[config.mk]
export PLATFORM = sky130hd
export DESIGN_NAME = tcb_div_lane
export DESIGN_NICKNAME = d
export VERILOG_FILES = /design/src/design/tcb_pkg.sv /design/src/design/tcb_div_lane.sv
export SDC_FILE = /design/constraint.sdc
export NUM_CORES = 2
export LEC_CHECK = 0
export BUFFER_PORTS_ARGS = -buffer_cell sky130_fd_sc_hd__buf_4
export CORE_UTILIZATION = 35
export CTS_CLUSTER_DIAMETER = 150
export DETAILED_ROUTE_END_ITERATION = 16
export GPL_ROUTABILITY_DRIVEN = 0
export HOLD_SLACK_MARGIN = 0.08
export PLACE_DENSITY = 0.54
export SLEW_MARGIN = 25
export SYNTH_ARGS = -nofsm -noshare
export SYNTH_HDL_FRONTEND = slang
export SYNTH_SLANG_ARGS = --single-unit
[constraint.sdc]
create_clock -name clk -period 4.7 [get_ports clk]
set_input_delay 0.705 -clock clk [delete_from_list [all_inputs] [get_ports clk]]
set_output_delay 0.705 -clock clk [all_outputs]
set_load 0.01 [all_outputs]
[src/design/tcb_pkg.sv]
// ---------------------------------------------------------------------------
// tcb_pkg
// Shared widths, types and register codes for the triangle coverage block.
// ---------------------------------------------------------------------------
package tcb_pkg;

	localparam int COORD_W = 16;
	localparam int DIFF_W  = COORD_W + 1;
	localparam int PROD_W  = 2 * DIFF_W;
	localparam int EDGE_W  = PROD_W + 1;
	localparam int MAG_W   = EDGE_W - 1;
	localparam int BARY_W  = 24;
	localparam int QBITS   = BARY_W - 1;
	localparam int LANE_LAT = QBITS + 2;
	localparam int THR_W   = 32;
	localparam int BARY_FRAC_DEF = 16;

	localparam int CFG_AW = 2;
	localparam logic [CFG_AW-1:0] REG_AREA_THR = 2'd0;
	localparam logic [THR_W-1:0]  THR_RESET    = 32'd1;

	typedef logic signed [COORD_W-1:0] coord_t;
	typedef logic signed [DIFF_W-1:0]  diff_t;
	typedef logic signed [PROD_W-1:0]  prod_t;
	typedef logic signed [EDGE_W-1:0]  edge_t;
	typedef logic [MAG_W-1:0]          mag_t;
	typedef logic signed [BARY_W-1:0]  bary_t;

	typedef struct packed {
		logic covered;
		logic degen;
	} side_t;

	typedef struct packed {
		logic  covered;
		logic  degen;
		bary_t u;
		bary_t v;
		bary_t w;
	} res_t;

endpackage

[src/design/tcb_div_lane.sv]
// ---------------------------------------------------------------------------
// tcb_div_lane
// Pipelined restoring divider: one weight, one quotient bit per stage.
// ---------------------------------------------------------------------------
module tcb_div_lane #(
	parameter int BARY_FRAC_BITS = tcb_pkg::BARY_FRAC_DEF
) (
	input  logic          clk,
	input  logic          en,
	input  tcb_pkg::edge_t e,
	input  tcb_pkg::mag_t  d,
	input  logic          a_neg,
	output tcb_pkg::bary_t w
);
	import tcb_pkg::*;

	localparam int SH = QBITS - BARY_FRAC_BITS;
	localparam int NUM_W = MAG_W + BARY_FRAC_BITS;

	mag_t              emag;
	logic [NUM_W-1:0]  num;
	logic              ovf;

	mag_t              rem_s [0:QBITS];
	mag_t              d_s   [0:QBITS];
	logic [QBITS-1:0]  low_s [0:QBITS];
	logic [QBITS-1:0]  q_s   [0:QBITS];
	logic              ovf_s [0:QBITS];
	logic              neg_s [0:QBITS];
	bary_t             w_q;

	always_comb begin
		emag = e[EDGE_W-1] ? MAG_W'(-e) : MAG_W'(e);
		num  = {emag, {BARY_FRAC_BITS{1'b0}}};
		// quotient would need 2^23 or more
		ovf  = (MAG_W+SH)'(emag) >= {d, {SH{1'b0}}};
	end

	always_ff @(posedge clk) begin
		if (en) begin
			rem_s[0] <= MAG_W'(emag >> SH);
			d_s[0]   <= d;
			low_s[0] <= num[QBITS-1:0];
			q_s[0]   <= '0;
			ovf_s[0] <= ovf;
			neg_s[0] <= e[EDGE_W-1] ^ a_neg;
		end
	end

	for (genvar j = 0; j < QBITS; j++) begin : g_step
		localparam int K = QBITS - 1 - j;
		logic [MAG_W:0] t;
		logic           ge;
		logic [MAG_W:0] diff;

		always_comb begin
			t    = {rem_s[j], low_s[j][K]};
			ge   = t >= {1'b0, d_s[j]};
			diff = t - {1'b0, d_s[j]};
		end

		always_ff @(posedge clk) begin
			if (en) begin
				rem_s[j+1] <= ge ? diff[MAG_W-1:0] : t[MAG_W-1:0];
				d_s[j+1]   <= d_s[j];
				low_s[j+1] <= low_s[j];
				q_s[j+1]   <= {q_s[j][QBITS-2:0], ge};
				ovf_s[j+1] <= ovf_s[j];
				neg_s[j+1] <= neg_s[j];
			end
		end
	end

	// apply sign and saturate
	always_ff @(posedge clk) begin
		if (en) begin
			if (ovf_s[QBITS])
				w_q <= neg_s[QBITS] ? {1'b1, {QBITS{1'b0}}} : {1'b0, {QBITS{1'b1}}};
			else if (neg_s[QBITS])
				w_q <= -{1'b0, q_s[QBITS]};
			else
				w_q <= {1'b0, q_s[QBITS]};
		end
	end

	assign w = w_q;

endmodule
==> flow_summary.yaml <==
run_status:
  status: "finished clean"
timing:
  drv_slew: 0
  setup_violations: 0
  tightest_slew_ns: 1.07
  fmax_ghz: 0.217
  relSlewSlack: 0.286
  layout_min_cycle_time_ns: 4.62
  fin_crit_sh: 0.982
  finalWorstSetupSlack_ns: 0.0824
  hold_violations: 0
  skew_ns: 0.0578
floorplan:
  dieArea_sq_um: 316000
  core_sq_um: 312000
  row_count: 205
  start_util: 0.352
  pin_count: 96
  die_x_um: 562
  die_h_um: 562
synth:
  async_reset_ff_frac: 0
  synth_top_family_by_area: "compound AO/OA/AOI/OAI gates"
  ys_seq_area_frac: 0.529
  synth_edf_count: 1933
  synth_xor_area_frac: 0.0496
  synth_top_area_cell: "edfxtp_1"
  ys.flop_type: "edfxtp_1"
  synth_nets: 10800
  avgSynthCellArea_sq_um: 11.1
  syn_inst: 9859
  ys_types: 105
  synthAdderAreaFrac: 0.0959
  synth-warning-count: 0
  syn_area_sq_um: 110000
  synth_area_leaders: "edfxtp_1 53%, ha_1 9.2%, inv_1 3.6%, a21oi_1 3.6%, xnor2_1 2.9%"
  synth_top_area_share: 0.529
  ys_seq_elements: 1933
  synth.area.mux_share: 0.0311
  synth-compound-area-share: 0.149
  yosys.area_share.simple: 0.100
power:
  p_leak_nw: 49.8
  power_mw: 79.5
  powerDensity_nw_per_um2: 646
  max-vdd-ir-drop_mv: 0.331
placed_design:
  dp_slack_ns: -0.229
  io_buffers: 95
  dp_hpwl_um: 201000
cells_and_area:
  area_growth_syn_to_layout_pct: 12.2
  final_layout_size_suffix_gt1_frac: 0.0874
  nets: 11000
critical_path:
  slowest_delay_ns: 0.60
  cp_max_fo: 4
  crit_chain: "dlygate4sd3_1 -> inv_4 -> ha_4 -> nand2_2 -> or3_4 -> or2_4 -> or4_4 -> or3_4 -> o41a_4 -> buf_4 -> a21oi_2 -> xnor2_1 -> ha_1 -> a21o_1 -> a21o_1 -> a21oi_1 -> o21ai_1 -> a21oi_2 -> a21oi_2"
  critPathCaptureType: "flip-flop"
  critPathKind: "in2reg"
  crit_buf_inv: 3
  path_delay_family: "simple AND/OR/NAND/NOR gates"
  cp_slowest_cell: "dlygate4sd3_1"
  required_ns: 5.30
  path_common_cell: "a21oi_2"
  cp.arrival_ns: 5.22
  cp-start-kind: "primary input"
flow_run:
  drv_cap: 0
clocking:
  clk_pin_slew_ns: 0.06
  clock_latency_ns: 0.86
  cts_num_sinks: 1933
  cts_max_level: 4
  root_buffer: "clkbuf_16"
  cts_tree: "yes"
  clk_path_buf_depth: 4
  tritoncts.num_buffers: 217
global_route:
  grt_usage: 0.165
  grt_pass1_wl_um: 414000
  grt_pass1_vias: 72800
  antenna_found_initial: 9
  grt_max_degree: 149
  grt_overflow: 0
routing:
  post-route-drc-count: 0
  drt-total-wl_um: 267000
  ant_nets: 0
  num_vias: 75200
  drt_iter0_markers: 5999
  firstDrtPassIters: 8
  wl_per_cell_um: 18.5
  routed_via_density: 5.22
worst_hold_path:
  min_path_type: "in2reg"
-- logic make-up after synthesis --
logic type / Yosys count
buffers and inverters: 1288
muxes: 307
adders and majority gates: 827
xor gates and xnor gates: 621
and+or+nand+nor: 2290
DFF: 1933
AOI/OAI and AO/OA: 2593
-- worst paths after layout --
path	start	to	slack, ns	cells past startpoint
hold / removal	a_neg	neg_s[0][0]	0.18	2
hold reg to reg	neg_s[2][1]	neg_s[2][2]	0.37	0
setup / recovery	e[0]	ovf_s[0][0]	0.08	19
setup reg to reg	d_s[0][69]	rem_s[0][105]	0.37	12
-- report_power, final --
group | internal (mW) | switching, mW | leakage [nW]
registers | 25.1 | 2.79 | 18.9
clock network | 9.39 | 6.89 | 3.27
logic | 15.3 | 20.0 | 27.6
-- state kept, by name, summed over array words and instances (netlist names) --
name	flops
rem_s	775
q_s	276
d_s	782
neg_s	24
low_s	28
w	24
ovf_s	24
-- stage by stage --
| stage | hold WS (ns) | setup TNS [ns] | instance area (sq um) | std cells | util |
|---|---|---|---|---|---|
| after floorplan | 0.400 | 0 | 110000 | 9859 | - |
| after global placement | 0.401 | -0.281 | 116000 | 14000 | 0.372 |
| after detailed placement | 0.405 | -0.229 | 116000 | 14000 | 0.372 |
| after CTS | 0.106 | 0 | 123000 | 14400 | 0.394 |
| after global routing | 0.121 | -0.0136 | 123000 | 14400 | 0.395 |
| final | 0.182 | 0 | 123000 | 14400 | 0.395 |
-- layout by cell type, fill, tap and decap left out, types with 121 or more instances in the layout --
| master | count |
|---|---|
| edfxtp_1 | 1933 |
| inv_1 | 1057 |
| ha_1 | 804 |
| a21oi_1 | 780 |
| nand2_1 | 698 |
| o21ai_0 | 628 |
| nor2_1 | 553 |
| a21o_1 | 387 |
| xnor2_1 | 361 |
| xor2_1 | 258 |
| mux2_2 | 246 |
| clkbuf_16 | 220 |
| buf_4 | 177 |
| nand3_1 | 159 |
| nor3_1 | 156 |
| nand4_1 | 143 |
| nor2b_1 | 121 |
-- synthesized netlist by cell type (all sizes together), types with 22 or more instances --
| cell type | instances |
|---|---|
| edfxtp | 1933 |
| inv | 1061 |
| ha | 805 |
| a21oi | 792 |
| nand2 | 700 |
| o21ai | 644 |
| nor2 | 555 |
| a21o | 387 |
| xnor2 | 362 |
| mux2 | 272 |
| xor2 | 259 |
| clkbuf | 169 |
| nand3 | 160 |
| nor3 | 158 |
| nand4 | 143 |
| nor2b | 121 |
| nand2b | 104 |
| o21bai | 100 |
| o21a | 96 |
| and3 | 93 |
| a31oi | 87 |
| o31ai | 81 |
| a211oi | 61 |
| buf | 57 |
| and2 | 55 |
| or2 | 42 |
| nor4 | 39 |
| o211ai | 37 |
| or3 | 37 |
| mux2i | 35 |
| a21boi | 32 |
| a31o | 28 |
| a221oi | 25 |
| nor3b | 23 |
| fa | 22 |
-- final cells by class --
type / instances / area, sq um
Antenna cell: 3 / 7.51
Clock buffer: 255 / 5640
Clock inverter: 124 / 1060
Fill cell: 29900 / 189000
Inverter: 1062 / 3990
Multi-Input combinational cell: 6638 / 46900
Sequential cell: 1933 / 58000
Tap cell: 4140 / 5180
Timing Repair Buffer: 239 / 2230
-- worst reg2reg max path, delay by kind of cell, from the launching register on --
kind	cells	cell delay (ns)
AND/OR/NAND/NOR	4	1.13
AO/OA/AOI/OAI	4	1.54
buffers and inverters	2	0.39
flip-flops	1	0.43
multiplexers	1	0.36
adder cells (fa/ha/maj)	1	0.24
-- layer usage --
metal | vias to the layer above | global-route usage | share of wire
met5 | - | 0 | 0.000094
li1 | 36600 | - | -
met3 | 374 | 0.0234 | 0.050
met2 | 1865 | 0.274 | 0.47
met4 | 4 | 0.0379 | 0.022
met1 | 36300 | 0.226 | 0.46
-- repair_timing --
action                                 CTS  global route
resized for setup                        0            17
endpoints found under the hold margin   35             0
setup endpoints to repair                0             1
buffers inserted                         0             3
hold buffers                            35             0
No activity file was read; power rests on OpenSTA's default activity.
